<file path="config.mk">
export PLATFORM = sky130hd
export DESIGN_NAME = fit_policy_block_allocator
export DESIGN_NICKNAME = d
export VERILOG_FILES = /design/src/sv/fpba_pkg.sv /design/src/sv/fit_policy_block_allocator.sv /design/src/sv/fpba_pick.sv
export VERILOG_INCLUDE_DIRS = /design/src /design/src/sv
export SDC_FILE = /design/constraint.sdc
export NUM_CORES = 1
export LEC_CHECK = 0
export BUFFER_PORTS_ARGS = -buffer_cell sky130_fd_sc_hd__buf_2
export CORE_UTILIZATION = 51
export CTS_CLUSTER_DIAMETER = 50
export CTS_CLUSTER_SIZE = 40
export DETAILED_ROUTE_END_ITERATION = 10
export PLACE_DENSITY = 0.7
export SYNTH_ARGS = -nofsm -noshare
export SYNTH_HDL_FRONTEND = slang
export SYNTH_SLANG_ARGS = --single-unit
</file>
<file path="constraint.sdc">
create_clock -name clk -period 25 [get_ports clk]
set_input_delay 1.25 -clock clk [delete_from_list [all_inputs] [get_ports clk]]
set_output_delay 1.25 -clock clk [all_outputs]
set_load 0.01 [all_outputs]
</file>
<file path="src/sv/fit_policy_block_allocator_defines.svh">
// Assertion macros for the fit-policy block allocator.
// Define NO_ASSERTIONS to leave every check out of the build.
`ifndef FIT_POLICY_BLOCK_ALLOCATOR_DEFINES_SVH
`define FIT_POLICY_BLOCK_ALLOCATOR_DEFINES_SVH

`ifndef NO_ASSERTIONS

// Same-cycle implication, checked at every rising edge outside reset
`define FPBA_ASSERT(lbl, clk, rst_n, ante, cons) \
	lbl: assert property (@(posedge clk) disable iff (!rst_n) (ante) |-> (cons)) \
		else $error("fpba assertion failed");

// Next-cycle implication, checked at every rising edge outside reset
`define FPBA_ASSERT_NEXT(lbl, clk, rst_n, ante, cons) \
	lbl: assert property (@(posedge clk) disable iff (!rst_n) (ante) |=> (cons)) \
		else $error("fpba assertion failed");

`else

`define FPBA_ASSERT(lbl, clk, rst_n, ante, cons)
`define FPBA_ASSERT_NEXT(lbl, clk, rst_n, ante, cons)

`endif

`endif

</file>
<file path="src/sv/fpba_pkg.sv">
package fpba_pkg;

	// Field widths
	localparam int SIZE_W      = 16;
	localparam int BLK_IDX_W   = 3;
	localparam int CFG_IDX_W   = 3;
	localparam int MAX_BLOCKS  = 5;
	localparam int DEF_BLOCK_COUNT = 5;

	// Action codes
	localparam logic ACT_ALLOC   = 1'b0;
	localparam logic ACT_RELEASE = 1'b1;

	// Policy codes
	localparam logic [1:0] POL_FIRST = 2'd0;
	localparam logic [1:0] POL_BEST  = 2'd1;
	localparam logic [1:0] POL_WORST = 2'd2;

	typedef struct packed {
		logic              action;
		logic [1:0]        policy;
		logic [SIZE_W-1:0] request_size;
		logic              last_of_batch;
	} req_t;

	typedef struct packed {
		logic                 granted;
		logic [BLK_IDX_W-1:0] block_index;
		logic [SIZE_W-1:0]    space_left;
		logic                 batch_done;
	} rsp_t;

	// Outcome of the block search for one request
	typedef struct packed {
		logic                 hit;
		logic [BLK_IDX_W-1:0] idx;
		logic [SIZE_W-1:0]    new_space;
	} pick_t;

endpackage

</file>
<file path="src/sv/fit_policy_block_allocator.sv">
// Channel  Direction  Handshake               Beat
// req      in         req_valid / req_stall   fpba_pkg::req_t (action, policy, size, last)
// rsp      out        rsp_valid / rsp_stall   fpba_pkg::rsp_t (granted, block, space, done)
// cfg      in         cfg_we                  cfg_index selects capacity register, cfg_data
//
// One beat in, one beat out. A beat is held in the input register, then
// the block search and the add or subtract run in a single pass into the result
// register; one beat per cycle is sustained while rsp_stall is low.
// Reset clears capacities, remaining space and both valid flags.
// req_stall rises only while both registers are full and rsp_stall holds the result.
`include "fit_policy_block_allocator_defines.svh"

module fit_policy_block_allocator #(
	parameter int BLOCK_COUNT = fpba_pkg::DEF_BLOCK_COUNT
) (
	input  logic                             clk,
	input  logic                             arst_n,
	input  logic                             req_valid,
	output logic                             req_stall,
	input  fpba_pkg::req_t                   req,
	output logic                             rsp_valid,
	input  logic                             rsp_stall,
	output fpba_pkg::rsp_t                   rsp,
	input  logic                             cfg_we,
	input  logic [fpba_pkg::CFG_IDX_W-1:0]   cfg_index,
	input  logic [fpba_pkg::SIZE_W-1:0]      cfg_data
);

	logic                        valid_s1;
	fpba_pkg::req_t              req_s1;
	logic                        valid_s2;
	fpba_pkg::rsp_t              rsp_s2;
	logic [fpba_pkg::SIZE_W-1:0] capacity_q  [BLOCK_COUNT];
	logic [fpba_pkg::SIZE_W-1:0] remaining_q [BLOCK_COUNT];
	fpba_pkg::pick_t             pick;
	logic                        advance;
	logic                        take;

	// Move the held beat on when the result register is free or being drained
	assign advance   = valid_s1 && (!valid_s2 || !rsp_stall);
	assign req_stall = valid_s1 && valid_s2 && rsp_stall;
	assign take      = req_valid && !req_stall;

	assign rsp_valid = valid_s2;
	assign rsp       = rsp_s2;

	fpba_pick #(
		.BLOCK_COUNT(BLOCK_COUNT)
	) u_pick (
		.req       (req_s1),
		.remaining (remaining_q),
		.capacity  (capacity_q),
		.pick      (pick)
	);

	// Input register: control flag
	always_ff @(posedge clk or negedge arst_n) begin
		if (!arst_n) begin
			valid_s1 <= 1'b0;
		end else if (take) begin
			valid_s1 <= 1'b1;
		end else if (advance) begin
			valid_s1 <= 1'b0;
		end
	end

	// Input register: payload
	always_ff @(posedge clk) begin
		if (take) begin
			req_s1 <= req;
		end
	end

	// Result register: control flag
	always_ff @(posedge clk or negedge arst_n) begin
		if (!arst_n) begin
			valid_s2 <= 1'b0;
		end else if (advance) begin
			valid_s2 <= 1'b1;
		end else if (!rsp_stall) begin
			valid_s2 <= 1'b0;
		end
	end

	// Result register: payload; zero block and space on a failure
	always_ff @(posedge clk) begin
		if (advance) begin
			rsp_s2.granted     <= pick.hit;
			rsp_s2.block_index <= pick.hit ? pick.idx : '0;
			rsp_s2.space_left  <= pick.hit ? pick.new_space : '0;
			rsp_s2.batch_done  <= req_s1.last_of_batch;
		end
	end

	// Block state: a capacity write reloads the space, a grant updates it
	always_ff @(posedge clk or negedge arst_n) begin
		if (!arst_n) begin
			for (int b = 0; b < BLOCK_COUNT; b++) begin
				capacity_q[b]  <= '0;
				remaining_q[b] <= '0;
			end
		end else begin
			for (int b = 0; b < BLOCK_COUNT; b++) begin
				if (cfg_we && cfg_index == fpba_pkg::CFG_IDX_W'(b)) begin
					capacity_q[b]  <= cfg_data;
					remaining_q[b] <= cfg_data;
				end else if (advance && pick.hit && pick.idx == fpba_pkg::BLK_IDX_W'(b)) begin
					remaining_q[b] <= pick.new_space;
				end
			end
		end
	end

	`FPBA_ASSERT(a_fail_zeroed, clk, arst_n, rsp_valid && !rsp.granted, rsp.block_index == '0 && rsp.space_left == '0)
	`FPBA_ASSERT(a_grant_in_range, clk, arst_n, rsp_valid && rsp.granted, rsp.block_index < fpba_pkg::BLK_IDX_W'(BLOCK_COUNT))
	`FPBA_ASSERT(a_stall_when_full, clk, arst_n, req_stall, valid_s1 && valid_s2)
	`FPBA_ASSERT_NEXT(a_advance_shows, clk, arst_n, advance, rsp_valid)

endmodule

</file>
<file path="src/sv/fpba_pick.sv">
module fpba_pick #(
	parameter int BLOCK_COUNT = fpba_pkg::DEF_BLOCK_COUNT
) (
	input  fpba_pkg::req_t                    req,
	input  logic [fpba_pkg::SIZE_W-1:0]       remaining [BLOCK_COUNT],
	input  logic [fpba_pkg::SIZE_W-1:0]       capacity  [BLOCK_COUNT],
	output fpba_pkg::pick_t                   pick
);

	logic                                fits [BLOCK_COUNT];
	logic                                frees [BLOCK_COUNT];
	logic                                found;
	logic [fpba_pkg::BLK_IDX_W-1:0]      sel;
	logic [fpba_pkg::SIZE_W-1:0]         sel_rem;
	logic [fpba_pkg::SIZE_W-1:0]         used;

	// Per-block tests: room for an allocation, enough in use for a release
	always_comb begin
		used = '0;
		for (int b = 0; b < BLOCK_COUNT; b++) begin
			fits[b] = remaining[b] >= req.request_size;
			used = (capacity[b] >= remaining[b]) ? capacity[b] - remaining[b] : '0;
			frees[b] = used >= req.request_size;
		end
	end

	// Walk the blocks in index order; ties under best and worst fit go to the later block
	always_comb begin
		found   = 1'b0;
		sel     = '0;
		sel_rem = '0;
		for (int b = 0; b < BLOCK_COUNT; b++) begin
			if (req.action == fpba_pkg::ACT_RELEASE) begin
				if (!found && frees[b]) begin
					found   = 1'b1;
					sel     = fpba_pkg::BLK_IDX_W'(b);
					sel_rem = remaining[b];
				end
			end else begin
				case (req.policy)
					fpba_pkg::POL_FIRST: begin
						if (!found && fits[b]) begin
							found   = 1'b1;
							sel     = fpba_pkg::BLK_IDX_W'(b);
							sel_rem = remaining[b];
						end
					end
					fpba_pkg::POL_BEST: begin
						if (fits[b] && (!found || remaining[b] <= sel_rem)) begin
							found   = 1'b1;
							sel     = fpba_pkg::BLK_IDX_W'(b);
							sel_rem = remaining[b];
						end
					end
					fpba_pkg::POL_WORST: begin
						if (fits[b] && (!found || remaining[b] >= sel_rem)) begin
							found   = 1'b1;
							sel     = fpba_pkg::BLK_IDX_W'(b);
							sel_rem = remaining[b];
						end
					end
					default: ;
				endcase
			end
		end
	end

	// Grant needs a non-zero size; adjust the chosen block's space
	always_comb begin
		pick.hit = found && (req.request_size != '0);
		pick.idx = sel;
		if (req.action == fpba_pkg::ACT_RELEASE) begin
			pick.new_space = sel_rem + req.request_size;
		end else begin
			pick.new_space = sel_rem - req.request_size;
		end
	end

endmodule
</file>
### Word level (Yosys, flattened, before mapping)

Cells that the tools add are included.

| word-level totals | value |
|---|---|
| bits in registers | 203 |
| input bits | 44 |
| output and inout bits | 23 |
| logic and storage cells | 220 |

| cells by class | value |
|---|---|
| $add $sub $neg | 7 |
| eq/ne operators | 11 |
| order comparisons | 23 |
| reductions and logical operators | 59 |
| multiplexer cells | 100 |

Operators with widths:

| cell | count |
|---|---|
| two-way mux 16 bit | 40 |
| >= comparator 16 bit | 19 |
| case mux 16 bit (3 select lines) | 4 |
| subtractor 16 bit | 6 |
| <= comparator 16 bit | 4 |
| two-way mux 3 bit | 16 |
| case mux 3 bit (3 select lines) | 4 |
| logical AND 1 bit | 32 |
| two-way mux 1 bit | 32 |
| adder 16 bit | 1 |
| nonzero test 16 bit | 1 |
| == test 3 x 2 -> 1 bit (second input constant) | 4 |
| case mux 1 bit (3 select lines) | 4 |
| nonzero test 2 bit | 6 |
| logical OR 1 bit | 9 |
| logical NOT 1 bit | 7 |
| == test 3 x 1 -> 1 bit (second input constant) | 2 |
| == test 3 bit (second input constant) | 2 |
| logical NOT 3 bit | 2 |
| OR reduction 3 bit | 1 |
| == test 2 x 1 -> 1 bit (second input constant) | 1 |
| == test 2 bit (second input constant) | 1 |
| logical NOT 2 bit | 1 |
| inequality test 2 x 1 -> 1 bit (second input constant) | 1 |

### Longest topological paths before layout

| depth | value |
|---|---|
| word-level depth | 34 |
| gate-level depth with buffers | 92 |
| depth with buffers taken out | 85 |

### Cells and area by module

Synthesis repeated with hierarchy kept, for this count alone.

| second synthesis, totals | value |
|---|---|
| cells, all modules | 2570 |
| area, all modules | 20880.0 um^2 |

Modules (own cells, without submodules):

| module | area each (um^2) | cells an instance | instances | sequential area each (um^2) |
|---|---|---|---|---|
| fpba_pick | 12213.0 | 1732 | 1 | 0.0 |
| fit_policy_block_allocator | 8667.1 | 838 | 1 | 5285.1 |

### Worst setup path before layout

No wires, ideal clock.

| timing path | value |
|---|---|
| kind | reg2reg |
| start | register capacity_q[64] (netlist bit) |
| end | register remaining_q[46] (netlist bit) |
| path buffers | 7 |
| library setup time | 135 ps |
| period minus slack after synthesis | 16840 ps |
| stages on the path, launching flop included | 91 |
| required time | 24865 ps |
| arrival | 16705 ps |
| slack | 8160 ps |
| cell sequence | dfrtp_1 inv_1 ha_1 inv_1 fa_1 a21o_1 a21oi_1 o21ai_0 a21oi_1 o21ai_0 a21oi_1 o21bai_1 a2111oi_0 or3_1 o21a_1 o21ai_0 a21oi_1 clkbuf_1 (+55 left out) nand2_1 nand3_1 ha_1 inv_1 fa_1 nor2b_1 o21ai_0 a21oi_1 o21ai_0 a21boi_0 o21ai_0 a21boi_0 o21ai_0 a21oi_1 mux2i_1 nand2_1 mux2i_1 o21ai_0 |

| on the way | value |
|---|---|
| longest elaborated chain between the ends | 33 |
| elaborated cells on any way between the ends | 126 |
| those cells by class | add/sub (3); order compare (10); eq/ne (1); mux (80); reduce/logical (32) |

Ends and longest elaborated chain:

| what | RTL line | source |
|---|---|---|
| from (decl) | fit_policy_block_allocator.sv:33 | `logic [fpba_pkg::SIZE_W-1:0] capacity_q [BLOCK_COUNT];` |
| from (signal, indexed assignment) | fit_policy_block_allocator.sv:105 | `capacity_q[b] <= cfg_data;` |
| subtractor 16 bit or >= comparator 16 bit (tied branches) | fpba_pick.sv:22 | `used = (capacity[b] >= remaining[b]) ? capacity[b] - remaining[b] : '0;` |
| two-way mux 16 bit * | fpba_pick.sv:22 |  |
| >= comparator 16 bit * | fpba_pick.sv:23 | `frees[b] = used >= req.request_size;` |
| two-way mux 16 bit or two-way mux 1 bit (tied branches) | fpba_pick.sv:34 | `if (!found && frees[b]) begin` |
| two-way mux 16 bit or two-way mux 1 bit (tied branches) | fpba_pick.sv:33 | `if (req.action == fpba_pkg::ACT_RELEASE) begin` |
| >= comparator 16 bit (tied with other cells) | fpba_pick.sv:56 | `if (fits[b] && (!found \|\| remaining[b] >= sel_rem)) begin` |
| logical OR 1 bit (on tied branches) | fpba_pick.sv:56, fpba_pick.sv:49 |  |
| logical AND 1 bit (on tied branches) | fpba_pick.sv:56, fpba_pick.sv:49 |  |
| (+17 left out) | n/a |  |
| logical AND 1 bit (on tied branches) | fpba_pick.sv:56, fpba_pick.sv:49 |  |
| two-way mux 16 bit (tied with other cells) | fpba_pick.sv:56 |  |
| case mux 16 bit (3 select lines) or case mux 1 bit (3 select lines) (tied branches) | fpba_pick.sv:40 | `case (req.policy)` |
| two-way mux 16 bit or two-way mux 1 bit (tied branches) | fpba_pick.sv:33 |  |
| subtractor 16 bit (tied with other cells) | fpba_pick.sv:75 | `pick.new_space = sel_rem - req.request_size;` |
| two-way mux 16 bit or logical AND 1 bit (tied branches) | fpba_pick.sv:72, fit_policy_block_allocator.sv:107 |  |
| two-way mux 16 bit or logical AND 1 bit (tied branches) | fit_policy_block_allocator.sv:107 | `end else if (advance && pick.hit && pick.idx == fpba_pkg::BLK_IDX_W'(b)) begin` |
| two-way mux 16 bit or nonzero test 2 bit (tied branches) | n/a |  |
| to (signal, indexed assignment) | fit_policy_block_allocator.sv:106 | `remaining_q[b] <= cfg_data;` |
| to (signal, indexed assignment) | fit_policy_block_allocator.sv:108 | `remaining_q[b] <= pick.new_space;` |
| to (decl) | fit_policy_block_allocator.sv:34 | `logic [fpba_pkg::SIZE_W-1:0] remaining_q [BLOCK_COUNT];` |

Every way passes the cells marked *; elsewhere a longest branch is shown, timed or not. The select of a mux whose other input is x is not followed.
A chain may end at the register's enable or synchronous reset.

### Final worst setup path

| timing path | value |
|---|---|
| start | register remaining_q[65] (netlist bit) |
| end | register remaining_q[28] (netlist bit) |

| on the way | value |
|---|---|
| longest elaborated chain between the ends | 33 |
| elaborated cells on any way between the ends | 131 |
| those cells by class | add/sub (3); order compare (11); eq/ne (1); mux (84); reduce/logical (32) |

Ends and longest elaborated chain:

| what | RTL line |
|---|---|
| subtractor 16 bit or >= comparator 16 bit (tied branches) | fpba_pick.sv:22 |
| two-way mux 16 bit | fpba_pick.sv:22 |
| >= comparator 16 bit | fpba_pick.sv:23 |
| two-way mux 16 bit or two-way mux 1 bit (tied branches) | fpba_pick.sv:34 |
| two-way mux 16 bit or two-way mux 1 bit (tied branches) | fpba_pick.sv:33 |
| >= comparator 16 bit (tied with other cells) | fpba_pick.sv:56 |
| logical OR 1 bit (on tied branches) | fpba_pick.sv:56, fpba_pick.sv:49 |
| logical AND 1 bit (on tied branches) | fpba_pick.sv:56, fpba_pick.sv:49 |
| (+17 left out) | n/a |
| logical AND 1 bit (on tied branches) | fpba_pick.sv:56, fpba_pick.sv:49 |
| two-way mux 16 bit (tied with other cells) | fpba_pick.sv:56 |
| case mux 16 bit (3 select lines) or case mux 1 bit (3 select lines) (tied branches) | fpba_pick.sv:40 |
| two-way mux 16 bit or two-way mux 1 bit (tied branches) | fpba_pick.sv:33 |
| subtractor 16 bit (tied with other cells) | fpba_pick.sv:75 |
| two-way mux 16 bit or logical AND 1 bit (tied branches) | fpba_pick.sv:72, fit_policy_block_allocator.sv:107 |
| two-way mux 16 bit or logical AND 1 bit (tied branches) | fit_policy_block_allocator.sv:107 |
| two-way mux 16 bit or nonzero test 2 bit (tied branches) | n/a |

Several ways; a longest one is shown, not always the timed one. The select of a mux whose other input is x is not followed.

==> impl_metrics.json <==
{
  "status": "finished clean",
  "grt_max_degree": 87,
  "num_vias": 19395,
  "setup_viol": 0,
  "rows": 72,
  "synth-xor-area-share_pct": 3.01,
  "seqCellArea_um2": 5290,
  "async_reset_ff_share_pct": 79.8,
  "synth_nets": 2798,
  "rrSetupSlack_ps": 4390,
  "crit_top_cell": "o21ai_0",
  "synthAdderAreaFrac_pct": 20.8,
  "ctsHtreeMaxLevel": 1,
  "postCtsHoldBufs": 0,
  "core_area_um2": 38700,
  "p_total_w": 0.00345,
  "cts_tree": "done",
  "final_nets": 2856,
  "synth_top_family_by_area": "compound AO/OA/AOI/OAI gates",
  "cts_buffers": 26,
  "whs_ps": 442,
  "cts.clk_slew.worst_paths_ps": 70,
  "hold_violations": 0,
  "cpPeakStageDelay_ps": 850,
  "grt_overflow": 0,
  "relSlewSlack_pct": 19.2,
  "tightest_slew_ps": 1210,
  "grt_pass1_wl_um": 121000,
  "syn_area_um2": 20100,
  "synth_ff_type": "dfrtp_1",
  "detailed_place_hpwl_um": 63400,
  "cp.required_ps": 25490,
  "most-common-layout-cells": "nand2_1 (372), ha_1 (324), inv_1 (200)",
  "worstPathArrival_ps": 21100,
  "cap_violations": 0,
  "top_level_ports": 67,
  "synth_compound_area_share_pct": 21.7,
  "ys_ff_latch": 203,
  "synth_cells": 2424,
  "synth_mux_area_share_pct": 4.84,
  "cts_buffer_depth": 3,
  "cts_setup_buffers": 0,
  "timing.rr.end": "remaining_q[28]$_DFFE_PN0P_",
  "fp.dieH_um": 200,
  "slowest_stage": "a21oi_1",
  "drive_gt1_share_pct": 8.07,
  "yosysSeqAreaShare_pct": 26.3,
  "drt-initial-drc-count": 2011,
  "ir_drop_mv": 0.0881,
  "syn_area_per_cell_um2": 8.29,
  "area_growth_pct": 9.42,
  "first_global_vias": 19067,
  "clock_latency_ps": 590,
  "clock.fmax_mhz": 48.5,
  "clockRootBuffer": "clkbuf_16",
  "startpoint_type": "register",
  "initial_core_util_pct": 51.9,
  "skew_ps": 18.3,
  "reg2reg_from": "remaining_q[65]$_DFFE_PN0P_",
  "synth-simple-area-share_pct": 17.9,
  "finalCritPeriodShare_pct": 82.4,
  "leakagePower_nw": 10.7,
  "yosys.cell_types.count": 104,
  "pre_cts_slack_ps": 4780,
  "drt-total-wl_um": 81600,
  "final_common_cell": "nand2_1",
  "pwr_density_cell_nw_per_um2": 157,
  "hold_class": "reg -> reg",
  "synth_edf_count": 41,
  "via_per_inst": 6.42,
  "cp-endpoint": "remaining_q[28]$_DFFE_PN0P_",
  "numClockSinks": 203,
  "ant_nets": 0,
  "fillers": 3575,
  "place.gp.congestion": 1.06,
  "crit_fanout": 34,
  "die_width_um": 200,
  "multi_input_area_um2": 13700,
  "final.setup.tns_ps": 0,
  "critical_path.startpoint": "remaining_q[65]$_DFFE_PN0P_",
  "end_kind": "register",
  "crit_type": "reg -> reg",
  "dr.pass1.iters": 7,
  "fin_crit_ps": 20610,
  "reg2reg_depth": 83,
  "drt-wirelength-per-cell_um": 27.0,
  "drcViolationCount": 0,
  "die_area_um2": 40200,
  "cts_resized": 0,
  "antenna_cells": 0,
  "final_util_pct": 56.8,
  "antenna_found_initial": 4,
  "timing.final.ws_setup_ps": 4390,
  "grt.total_usage_pct": 40.4,
  "portBuffers": 66,
  "rsz0062_at_grt": "no",
  "drv_slew": 0,
  "ys_warn_count": 0
}
-- worst max-delay path, delay by kind of cell (launching register included) --
family	cells	cell delay, ps
AOI/OAI and AO/OA	50	11750
and+or+nand+nor	17	3560
adders and majority gates	8	2700
buffers and inverters	5	940
xor gates and xnor gates	1	720
DFF	1	520
muxes	2	310
-- metal layers --
| metal | vias to the layer above | routed length [µm] | track usage (%) |
|---|---|---|---|
| li1 | 8886 | - | - |
| met1 | 9262 | 32200 | 49.4 |
| met2 | 959 | 36200 | 64.8 |
| met3 | 282 | 6700 | 7.21 |
| met4 | 6 | 6440 | 27.6 |
| met5 | - | 38 | 0 |
-- cell families after synthesis --
logic type	Yosys count
AO/OA/AOI/OAI	666
XOR/XNOR	69
adder cells (fa/ha/maj)	330
buffers and inverters	277
flip-flops	203
multiplexers	97
AND/OR/NAND/NOR	782
-- how the worst min path moves through the flow --
stage | start | endpoint | slack [ps] | depth (start not counted)
3_3_place_gp | req_s1[0]$_DFFE_PP_ | rsp[0]$_DFFE_PP_ | 430 | 0
6_report | req_s1[0]$_DFFE_PP_ | rsp[0]$_DFFE_PP_ | 440 | 0
4_1_cts | req_s1[0]$_DFFE_PP_ | rsp[0]$_DFFE_PP_ | 430 | 0
3_5_place_dp | req_s1[0]$_DFFE_PP_ | rsp[0]$_DFFE_PP_ | 410 | 0
5_1_grt | req_s1[0]$_DFFE_PP_ | rsp[0]$_DFFE_PP_ | 430 | 0
2_1_floorplan | req_s1[0]$_DFFE_PP_ | rsp[0]$_DFFE_PP_ | 400 | 0
-- synth_stat cells, types with 6 or more instances --
| library cell | instances | area [µm²] |
|---|---|---|
| nand3_1 | 59 | 295 |
| mux2i_1 | 95 | 951 |
| a21boi_0 | 26 | 195 |
| o31ai_1 | 10 | 75.1 |
| o2111ai_1 | 6 | 52.6 |
| xor2_1 | 8 | 70.1 |
| nand2_1 | 372 | 1400 |
| o21ai_1 | 18 | 90.1 |
| o221ai_1 | 17 | 149 |
| nand2b_1 | 15 | 93.8 |
| xnor2_1 | 61 | 534 |
| and2_1 | 19 | 119 |
| or2_2 | 9 | 56.3 |
| a21oi_1 | 151 | 756 |
| nor2_1 | 129 | 484 |
| a22o_1 | 16 | 140 |
| and3_1 | 12 | 75.1 |
| fa_1 | 6 | 120 |
| o21ai_0 | 193 | 966 |
| a221oi_1 | 6 | 52.6 |
| nor4_1 | 16 | 100 |
| edfxtp_1 | 41 | 1230 |
| ha_1 | 324 | 4050 |
| a31oi_1 | 16 | 100 |
| dfrtp_1 | 162 | 4050 |
| a211oi_1 | 20 | 150 |
| o211ai_1 | 15 | 113 |
| nor2b_1 | 31 | 194 |
| nor3_1 | 48 | 240 |
| inv_1 | 200 | 751 |
| a211o_1 | 9 | 78.8 |
| a2111oi_0 | 9 | 78.8 |
| a21o_1 | 37 | 278 |
| o21bai_1 | 16 | 120 |
| clkbuf_1 | 60 | 225 |
| nand4_1 | 31 | 194 |
| o211a_1 | 9 | 90.1 |
| or3_1 | 8 | 50.1 |
| o21a_1 | 28 | 210 |
-- cell type report --
type | count | share of cell area, %
multi-input cells | 1944 | 62.5
flip-flops and latches | 203 | 24.0
inverters | 201 | 3.43
clock buffers | 28 | 2.99
well taps | 518 | 2.95
repair buffers | 106 | 2.90
clock inverters | 20 | 1.24
-- power breakdown --
part           total [W]  switching [W]  leakage (nW)  internal [W]
clock           0.000405       0.000182         0.450      0.000223
sequential      0.000646       0.000187          2.42      0.000459
combinational    0.00240        0.00151          7.87      0.000893
-- through the flow --
stage	area, µm²	instances
after CTS	22000	3020
final	22000	3020
after global routing	22000	3020
after detailed placement	21100	2972
after global placement	21100	2972
after floorplan	20100	2424
-- flip-flops by register name, summed over array words and instances (netlist names) --
name / flops
valid_s1: 1
req_s1: 20
rsp: 21
remaining_q: 80
rsp_valid: 1
capacity_q: 80
(Power assumes the default switching activity.)
